--- config.mk ---
export PLATFORM = sky130hd
export DESIGN_NAME = json_string_unescaper
export DESIGN_NICKNAME = d
export VERILOG_FILES = /design/src/jsu_pkg.sv /design/src/jsu_in_stage.sv /design/src/jsu_core.sv /design/src/jsu_out_stage.sv /design/src/json_string_unescaper.sv
export SDC_FILE = /design/constraint.sdc
export NUM_CORES = 1
export LEC_CHECK = 0
export ABC_AREA = 1
export BUFFER_PORTS_ARGS = -buffer_cell sky130_fd_sc_hd__buf_2
export CAP_MARGIN = 5
export CORE_MARGIN = 2
export CORE_UTILIZATION = 55
export DETAILED_ROUTE_END_ITERATION = 6
export PLACE_DENSITY = 0.77
export SYNTH_ARGS = -nofsm -noshare
export SYNTH_HDL_FRONTEND = slang
export SYNTH_SLANG_ARGS = --single-unit
export TNS_END_PERCENT = 10
--- constraint.sdc ---
create_clock -name clk -period 2.61 [get_ports clk]
set_clock_uncertainty 0.1 [all_clocks]
set_input_delay 0.1305 -clock clk [delete_from_list [all_inputs] [get_ports clk]]
set_output_delay 0.1305 -clock clk [all_outputs]
set_load 0.05 [all_outputs]
--- src/jsu_pkg.sv ---
// Shared types, character constants and helper functions for the JSON string unescaper.
// Used by every module under src; depends on nothing else.

package jsu_pkg;

  // Escape decoder phase: plain text, after a backslash, after \u with 0..3 digits.
  typedef enum logic [2:0] {
    PH_TEXT = 3'd0,
    PH_ESC  = 3'd1,
    PH_HEX0 = 3'd2,
    PH_HEX1 = 3'd3,
    PH_HEX2 = 3'd4,
    PH_HEX3 = 3'd5
  } phase_t;

  // Result status codes.
  typedef enum logic [2:0] {
    ST_DATA    = 3'd0,
    ST_END     = 3'd1,
    ST_CTRL    = 3'd2,
    ST_BAD_U   = 3'd3,
    ST_BAD_ESC = 3'd4,
    ST_EARLY   = 3'd5
  } status_t;

  // Characters with a special meaning inside a string body.
  localparam logic [7:0] CH_QUOTE  = 8'h22;
  localparam logic [7:0] CH_BSLASH = 8'h5C;
  localparam logic [7:0] CH_SLASH  = 8'h2F;
  localparam logic [7:0] CH_LOW_B  = 8'h62;
  localparam logic [7:0] CH_LOW_F  = 8'h66;
  localparam logic [7:0] CH_LOW_N  = 8'h6E;
  localparam logic [7:0] CH_LOW_R  = 8'h72;
  localparam logic [7:0] CH_LOW_T  = 8'h74;
  localparam logic [7:0] CH_LOW_U  = 8'h75;
  localparam logic [7:0] CH_CTRL_MAX = 8'h1F;
  localparam logic [7:0] CH_BS     = 8'h08;
  localparam logic [7:0] CH_FF     = 8'h0C;
  localparam logic [7:0] CH_LF     = 8'h0A;
  localparam logic [7:0] CH_CR     = 8'h0D;
  localparam logic [7:0] CH_TAB    = 8'h09;

  // Surrogate ranges and UTF-8 length thresholds.
  localparam logic [15:0] HI_SURR_MIN = 16'hD800;
  localparam logic [15:0] HI_SURR_MAX = 16'hDBFF;
  localparam logic [15:0] LO_SURR_MIN = 16'hDC00;
  localparam logic [15:0] LO_SURR_MAX = 16'hDFFF;
  localparam logic [20:0] SUPP_BASE   = 21'h10000;
  localparam logic [20:0] LIM_1BYTE   = 21'h00080;
  localparam logic [20:0] LIM_2BYTE   = 21'h00800;
  localparam logic [20:0] LIM_3BYTE   = 21'h10000;

  // One input beat.
  typedef struct packed {
    logic [7:0] in_byte;
    logic       end_of_input;
  } item_t;

  // Up to four encoded bytes and how many are used.
  typedef struct packed {
    logic [3:0][7:0] b;
    logic [2:0]      n;
  } enc_t;

  // One result beat.
  typedef struct packed {
    enc_t    data;
    status_t status;
  } result_t;

  // Hex digit decode: ok is low for a byte that is not a hex digit.
  typedef struct packed {
    logic       ok;
    logic [3:0] val;
  } hex_t;

  // Simple escape decode: ok is low for an unknown escape letter.
  typedef struct packed {
    logic       ok;
    logic [7:0] ch;
  } esc_t;

  function automatic hex_t hex_value(input logic [7:0] c);
    hex_t h;
    h.ok  = 1'b0;
    h.val = 4'd0;
    if (c >= 8'h30 && c <= 8'h39) begin
      h.ok  = 1'b1;
      h.val = c[3:0];
    end else if ((c >= 8'h61 && c <= 8'h66) || (c >= 8'h41 && c <= 8'h46)) begin
      // Letters a-f and A-F share their low nibble pattern 1..6.
      h.ok  = 1'b1;
      h.val = c[3:0] + 4'd9;
    end
    return h;
  endfunction

  function automatic esc_t esc_value(input logic [7:0] c);
    esc_t e;
    e.ok = 1'b1;
    e.ch = c;
    unique case (c) inside
      CH_LOW_B: e.ch = CH_BS;
      CH_LOW_F: e.ch = CH_FF;
      CH_LOW_N: e.ch = CH_LF;
      CH_LOW_R: e.ch = CH_CR;
      CH_LOW_T: e.ch = CH_TAB;
      CH_QUOTE, CH_BSLASH, CH_SLASH: e.ch = c;
      default: e.ok = 1'b0;
    endcase
    return e;
  endfunction

  // UTF-8 encoding of a code point up to 21 bits; unused bytes are zero.
  function automatic enc_t utf8_encode(input logic [20:0] cp);
    enc_t e;
    e.b = '0;
    e.n = 3'd0;
    if (cp < LIM_1BYTE) begin
      e.b[0] = cp[7:0];
      e.n    = 3'd1;
    end else if (cp < LIM_2BYTE) begin
      e.b[0] = {3'b110, cp[10:6]};
      e.b[1] = {2'b10, cp[5:0]};
      e.n    = 3'd2;
    end else if (cp < LIM_3BYTE) begin
      e.b[0] = {4'b1110, cp[15:12]};
      e.b[1] = {2'b10, cp[11:6]};
      e.b[2] = {2'b10, cp[5:0]};
      e.n    = 3'd3;
    end else begin
      e.b[0] = {5'b11110, cp[20:18]};
      e.b[1] = {2'b10, cp[17:12]};
      e.b[2] = {2'b10, cp[11:6]};
      e.b[3] = {2'b10, cp[5:0]};
      e.n    = 3'd4;
    end
    return e;
  endfunction

  // Append one byte after the flushed bytes; the flush never holds more than three.
  function automatic enc_t append_byte(input enc_t head, input logic [7:0] ch);
    enc_t e;
    e = head;
    e.b[head.n[1:0]] = ch;
    e.n = head.n + 3'd1;
    return e;
  endfunction

endpackage

--- src/jsu_in_stage.sv ---
// Input register of the JSON string unescaper: holds one accepted beat for the decoder.
// Depends on jsu_pkg for the item type.

module jsu_in_stage
  import jsu_pkg::*;
(
  input  logic  clk,
  input  logic  rst,
  input  logic  item_valid,
  output logic  item_ready,
  input  item_t item,
  input  logic  take,
  output logic  held_valid,
  output item_t held
);

  // The register refills in the same cycle it is drained.
  assign item_ready = !held_valid || take;

  always_ff @(posedge clk) begin
    if (rst) begin
      held_valid <= 1'b0;
    end else if (item_ready) begin
      held_valid <= item_valid;
    end
  end

  // Payload needs no reset.
  always_ff @(posedge clk) begin
    if (item_valid && item_ready) begin
      held <= item;
    end
  end

endmodule

--- src/jsu_core.sv ---
// Escape decoder of the JSON string unescaper: phase, hex and pending code point state,
// and the logic that turns one byte into zero or one result. Depends on jsu_pkg.

module jsu_core
  import jsu_pkg::*;
(
  input  logic    clk,
  input  logic    rst,
  input  item_t   item,
  input  logic    take,
  output logic    res_valid,
  output result_t res
);

  phase_t      phase, phase_next;
  logic [15:0] hex_accum, hex_accum_next;
  logic [15:0] pending_code, pending_code_next;
  logic        pending_valid, pending_valid_next;

  hex_t        hex;
  esc_t        esc;
  logic [15:0] accum_shift;
  logic        pair;
  logic [20:0] full_cp;
  enc_t        pend_enc;
  enc_t        pair_enc;
  logic [7:0]  c;
  logic        eoi;

  assign c   = item.in_byte;
  assign eoi = item.end_of_input;

  // Shared decode of the current byte against the held state.
  assign hex         = hex_value(c);
  assign esc         = esc_value(c);
  assign accum_shift = {hex_accum[11:0], hex.val};
  assign pair        = pending_valid
                    && pending_code >= HI_SURR_MIN && pending_code <= HI_SURR_MAX
                    && accum_shift >= LO_SURR_MIN && accum_shift <= LO_SURR_MAX;
  assign full_cp     = {1'b0, pending_code[9:0], accum_shift[9:0]} + SUPP_BASE;
  assign pair_enc    = utf8_encode(full_cp);
  assign pend_enc    = pending_valid ? utf8_encode({5'd0, pending_code}) : enc_t'('0);

  // Next state.
  always_comb begin
    phase_next         = phase;
    hex_accum_next     = hex_accum;
    pending_code_next  = pending_code;
    pending_valid_next = pending_valid;
    unique case (phase) inside
      PH_HEX0, PH_HEX1, PH_HEX2, PH_HEX3: begin
        if (eoi || !hex.ok) begin
          phase_next         = PH_TEXT;
          hex_accum_next     = '0;
          pending_code_next  = '0;
          pending_valid_next = 1'b0;
        end else if (phase != PH_HEX3) begin
          phase_next     = phase_t'(phase + 3'd1);
          hex_accum_next = accum_shift;
        end else begin
          phase_next     = PH_TEXT;
          hex_accum_next = '0;
          if (pair) begin
            pending_code_next  = '0;
            pending_valid_next = 1'b0;
          end else begin
            pending_code_next  = accum_shift;
            pending_valid_next = 1'b1;
          end
        end
      end
      PH_ESC: begin
        if (!eoi && c == CH_LOW_U) begin
          phase_next     = PH_HEX0;
          hex_accum_next = '0;
        end else begin
          // Both a decoded escape and an error leave nothing pending.
          phase_next         = PH_TEXT;
          pending_code_next  = '0;
          pending_valid_next = 1'b0;
          if (eoi || !esc.ok) begin
            hex_accum_next = '0;
          end
        end
      end
      default: begin
        if (eoi || c == CH_QUOTE || c <= CH_CTRL_MAX) begin
          phase_next         = PH_TEXT;
          hex_accum_next     = '0;
          pending_code_next  = '0;
          pending_valid_next = 1'b0;
        end else if (c == CH_BSLASH) begin
          phase_next = PH_ESC;
        end else begin
          phase_next         = PH_TEXT;
          pending_code_next  = '0;
          pending_valid_next = 1'b0;
        end
      end
    endcase
  end

  // Result of the current byte.
  always_comb begin
    res_valid  = 1'b0;
    res.data   = '0;
    res.status = ST_DATA;
    unique case (phase) inside
      PH_HEX0, PH_HEX1, PH_HEX2, PH_HEX3: begin
        if (eoi || !hex.ok) begin
          res_valid  = 1'b1;
          res.status = ST_BAD_U;
        end else if (phase == PH_HEX3) begin
          if (pair) begin
            res_valid = 1'b1;
            res.data  = pair_enc;
          end else if (pending_valid) begin
            res_valid = 1'b1;
            res.data  = pend_enc;
          end
        end
      end
      PH_ESC: begin
        if (eoi) begin
          res_valid  = 1'b1;
          res.status = ST_EARLY;
        end else if (c != CH_LOW_U) begin
          res_valid = 1'b1;
          if (esc.ok) begin
            res.data = append_byte(pend_enc, esc.ch);
          end else begin
            res.status = ST_BAD_ESC;
          end
        end
      end
      default: begin
        if (eoi) begin
          res_valid  = 1'b1;
          res.status = ST_EARLY;
        end else if (c == CH_QUOTE) begin
          res_valid  = 1'b1;
          res.data   = pend_enc;
          res.status = ST_END;
        end else if (c <= CH_CTRL_MAX) begin
          res_valid  = 1'b1;
          res.status = ST_CTRL;
        end else if (c != CH_BSLASH) begin
          res_valid = 1'b1;
          res.data  = append_byte(pend_enc, c);
        end
      end
    endcase
  end

  // State advances only when the held beat is consumed.
  always_ff @(posedge clk) begin
    if (rst) begin
      phase         <= PH_TEXT;
      hex_accum     <= '0;
      pending_code  <= '0;
      pending_valid <= 1'b0;
    end else if (take) begin
      phase         <= phase_next;
      hex_accum     <= hex_accum_next;
      pending_code  <= pending_code_next;
      pending_valid <= pending_valid_next;
    end
  end

endmodule

--- src/jsu_out_stage.sv ---
// Result register of the JSON string unescaper: holds one result beat until taken.
// Depends on jsu_pkg for the result type.

module jsu_out_stage
  import jsu_pkg::*;
(
  input  logic    clk,
  input  logic    rst,
  input  logic    load,
  input  result_t res,
  output logic    space,
  output logic    result_valid,
  input  logic    result_ready,
  output result_t held
);

  // Free when empty or when the current beat leaves this cycle.
  assign space = !result_valid || result_ready;

  always_ff @(posedge clk) begin
    if (rst) begin
      result_valid <= 1'b0;
    end else if (load) begin
      result_valid <= 1'b1;
    end else if (result_ready) begin
      result_valid <= 1'b0;
    end
  end

  always_ff @(posedge clk) begin
    if (load) begin
      held <= res;
    end
  end

endmodule

--- src/json_string_unescaper.sv ---
// JSON string body unescaper to UTF-8, one byte per input beat.
// Instantiates jsu_in_stage, jsu_core and jsu_out_stage; depends on jsu_pkg.
//
// Usage: feed the bytes of a string body after the opening quote on the item
// channel (in_byte, end_of_input with item_valid/item_ready). Each beat yields
// zero or one result beat on the result channel: up to four UTF-8 bytes in
// byte0..byte3, their count in byte_count and a status code. A closing quote
// gives status string end with any pending \u character flushed; an error
// gives a status with no bytes and restarts at a new string.
// Path: an accepted byte waits in the input register, its result is loaded
// into the result register and stays on the ports until it is taken.
// Throughput: one beat per cycle unless stalled; the decoder reads and updates
// its phase and pending code point state combinationally between the registers.
// Stall: while result_ready is low and the result register is full, the byte in
// the input register waits and item_ready drops once that register is full too.
// Reset: rst empties both registers and sets the decoder state to plain text with
// nothing pending.

module json_string_unescaper
  import jsu_pkg::*;
(
  input  logic       clk,
  input  logic       rst,
  input  logic       item_valid,
  output logic       item_ready,
  input  logic [7:0] in_byte,
  input  logic       end_of_input,
  output logic       result_valid,
  input  logic       result_ready,
  output logic [7:0] byte0,
  output logic [7:0] byte1,
  output logic [7:0] byte2,
  output logic [7:0] byte3,
  output logic [2:0] byte_count,
  output logic [2:0] status
);

  item_t   item;
  item_t   held_item;
  logic    held_valid;
  logic    take;
  logic    space;
  logic    res_valid;
  result_t res;
  result_t out_res;

  assign item.in_byte      = in_byte;
  assign item.end_of_input = end_of_input;

  // The held beat is decoded when the result register can take its result.
  assign take = held_valid && space;

  jsu_in_stage u_in (
    .clk        (clk),
    .rst        (rst),
    .item_valid (item_valid),
    .item_ready (item_ready),
    .item       (item),
    .take       (take),
    .held_valid (held_valid),
    .held       (held_item)
  );

  jsu_core u_core (
    .clk       (clk),
    .rst       (rst),
    .item      (held_item),
    .take      (take),
    .res_valid (res_valid),
    .res       (res)
  );

  jsu_out_stage u_out (
    .clk          (clk),
    .rst          (rst),
    .load         (take && res_valid),
    .res          (res),
    .space        (space),
    .result_valid (result_valid),
    .result_ready (result_ready),
    .held         (out_res)
  );

  assign byte0      = out_res.data.b[0];
  assign byte1      = out_res.data.b[1];
  assign byte2      = out_res.data.b[2];
  assign byte3      = out_res.data.b[3];
  assign byte_count = out_res.data.n;
  assign status     = out_res.status;

  // A result never claims more than four bytes.
  a_count_range: assert property (@(posedge clk) disable iff (rst)
    result_valid |-> byte_count <= 3'd4)
    else $error("byte_count above four");

  // Error results carry no bytes.
  a_error_empty: assert property (@(posedge clk) disable iff (rst)
    (result_valid && status >= ST_CTRL) |-> (byte_count == 3'd0 && byte0 == 8'd0))
    else $error("error result with bytes");

  // Byte3 is zero whenever fewer than four bytes are used.
  a_unused_zero: assert property (@(posedge clk) disable iff (rst)
    (result_valid && byte_count <= 3'd3) |-> byte3 == 8'd0)
    else $error("unused byte not zero");

  // Plain data results always carry at least one byte.
  a_data_nonempty: assert property (@(posedge clk) disable iff (rst)
    (result_valid && status == ST_DATA) |-> byte_count != 3'd0)
    else $error("empty data result");

endmodule

==> qor.yml <==
setup_viol: 0
place_ws_ns: 0.0172
final_util: 0.671
grt_overflow: 0
synth_warnings: 0
die_x_um: 107
ys_ff_latch: 81
finalPower_mw: 2.84
die_y_um: 107
slew_violations: 0
layout.cells.non_filler: 1064
required_ns: 2.68
num-nets-final: 947
finalHoldViolCount: 0
synth_flop_cell: "edfxtp_1"
rsz0062_at_grt: "yes"
num_rows: 37
grtUsageTotal: 0.369
synth_area_um2: 5790
viasPerCell: 6.12
p_per_area_nw_per_um2: 412
synth_edf_count: 47
wl_mm: 20.5
slew_headroom: 0.561
drt_first_pass_iters: 6
clock_path_buffers: 2
startpoint_type: "flip-flop"
dpl.cell_count: 1032
ir_drop_uv: 282
numCtsBuffers: 9
synth_top_area_frac: 0.244
num_vias: 6512
post-dp-hpwl_mm: 15.5
status: "completed"
syn-num-nets: 849
dieArea_um2: 11400
synth-seq-area-share: 0.361
yosysMostFrequentCell: "nand2_1"
ys_types: 41
cpLargestDelayFamily: "simple AND/OR/NAND/NOR gates"
area_delta_synth_final_pct: 19.1
setup_slack_ns: 0.0857
core_area_um2: 10300
grt_pass1_wl_mm: 32.1
fmax_ghz: 0.396
synth_commonest_cells: "199 x nand2_1, 114 x nand3_1, 75 x inv_1"
critical_path_arrival_ns: 2.60
cts_tree: "done"
ios: 53
root_buffer: "clkbuf_8"
worstPathCellList: "ha_1, nand2_1, nor2_1, nand2_1, nand2_1, inv_1, nand2_1, nor2_4, nand3_2, o221ai_1"
drive_gt1_frac: 0.203
clk_pin_slew_ns: 0.10
syn-instance-count: 825
critPathMostFrequentCell: "nand2_1"
drtIter0Drc: 609
path_class: "flip-flop to flip-flop"
wire_per_inst_um: 19.3
synthArstFlopShare: 0
ant_nets: 0
p_leak_nw: 2.83
crit_path_end_kind: "flip-flop"
max_stage_delay_ns: 0.49
synth_area_per_cell_um2: 7.02
period_share: 0.967
gp_congestion: 0.982
portBuffers: 52
cts.sinks: 81
path_buf_inv: 1
grt_pass1_vias: 6005
crit_fanout: 7
clock_latency_ns: 0.37
drv_cap: 0
grt_max_degree: 39
cp_slowest_cell: "edfxtp_1"
drc_errors: 0
synth_area_leaders: "edfxtp_1 24%, nand2_1 13%, dfxtp_1 12%"
insertedDiodeCount: 0
antenna_found_initial: 1
fin_crit_ns: 2.52
initial_utilization: 0.564
max_slew.worst_pin.slew_ns: 0.651
fin_hold_ws_ns: 0.0741
hold_path_class: "primary input to flip-flop"
cts_htree_levels: 3
synth_top_area_cell: "edfxtp_1"
metal layers:
metal / GRT usage / vias to the layer above / part of all wire
li1: - / 3010 / -
met1: 0.490 / 2976 / 0.39
met2: 0.602 / 453 / 0.47
met3: 0.0626 / 71 / 0.11
met4: 0.141 / 2 / 0.037
met5: 0 / - / 0.00063
cell type report:
class | instances | area (um^2)
Sequential cell | 81 | 2090
Timing Repair Buffer | 118 | 836
Multi-Input combinational cell | 620 | 3220
Clock buffer | 12 | 178
Inverter | 92 | 368
Timing Repair inverter | 1 | 7.51
Clock inverter | 4 | 28.8
Fill cell | 929 | 3380
Tap cell | 136 | 170
what timing repair did:
action / CTS / global route
setup buffers: 0 / 3
hold buffers: 12 / 0
setup endpoints to repair: 0 / 78
gates resized for setup: 0 / 22
hold endpoints to repair: 11 / 0
worst paths after layout:
kind	slack (ns)	to	cells after the start	startpoint
hold reg to reg	0.38	u_core.pending_code[11]	2	u_core.pending_code[11]
setup / recovery	0.09	u_out.held[30]	10	u_in.held[2]
hold / removal	0.07	u_core.phase[2]	2	rst
setup reg to reg	0.09	u_out.held[30]	10	u_in.held[2]
power breakdown:
group          internal, mW  switching (mW)
Sequential             1.40          0.0332
Combinational         0.114           0.307
Clock                 0.467           0.524
Total                  1.98           0.864
cell usage in the layout, fill, tap and decap left out, types with 15 or more instances in the layout:
master,count
inv_1,70
nand3_1,111
buf_2,52
edfxtp_1,47
nand2_1,199
dfxtp_1,34
inv_2,15
a21oi_1,60
buf_4,50
o21ai_0,58
nand4_1,15
nor2_1,65
registers in the layout (all words and copies together) (netlist names):
signal                flops
u_in.held                 9
u_out.held               38
u_core.pending_valid      1
u_in.held_valid           1
u_core.hex_accum         12
u_core.pending_code      16
u_out.result_valid        1
u_core.phase              3
metrics by stage:
stage | instance area, um^2 | setup TNS [ns]
after floorplan | 5800 | -0.0315
after global placement | 6470 | 0
after detailed placement | 6470 | 0
after CTS | 6790 | 0
after global routing | 6900 | -0.821
final | 6900 | 0
logic make-up (layout without fill, tap and decap cells):
| logic type | after synthesis | count (layout) | synth area share |
|---|---|---|---|
| fa+ha+maj | 11 | 11 | 0.0238 |
| compound gates | 161 | 161 | 0.153 |
| flops | 81 | 81 | 0.361 |
| buf+inv | 124 | 227 | 0.0944 |
| simple gates | 448 | 448 | 0.368 |
Power figures use the tool's default switching activity.
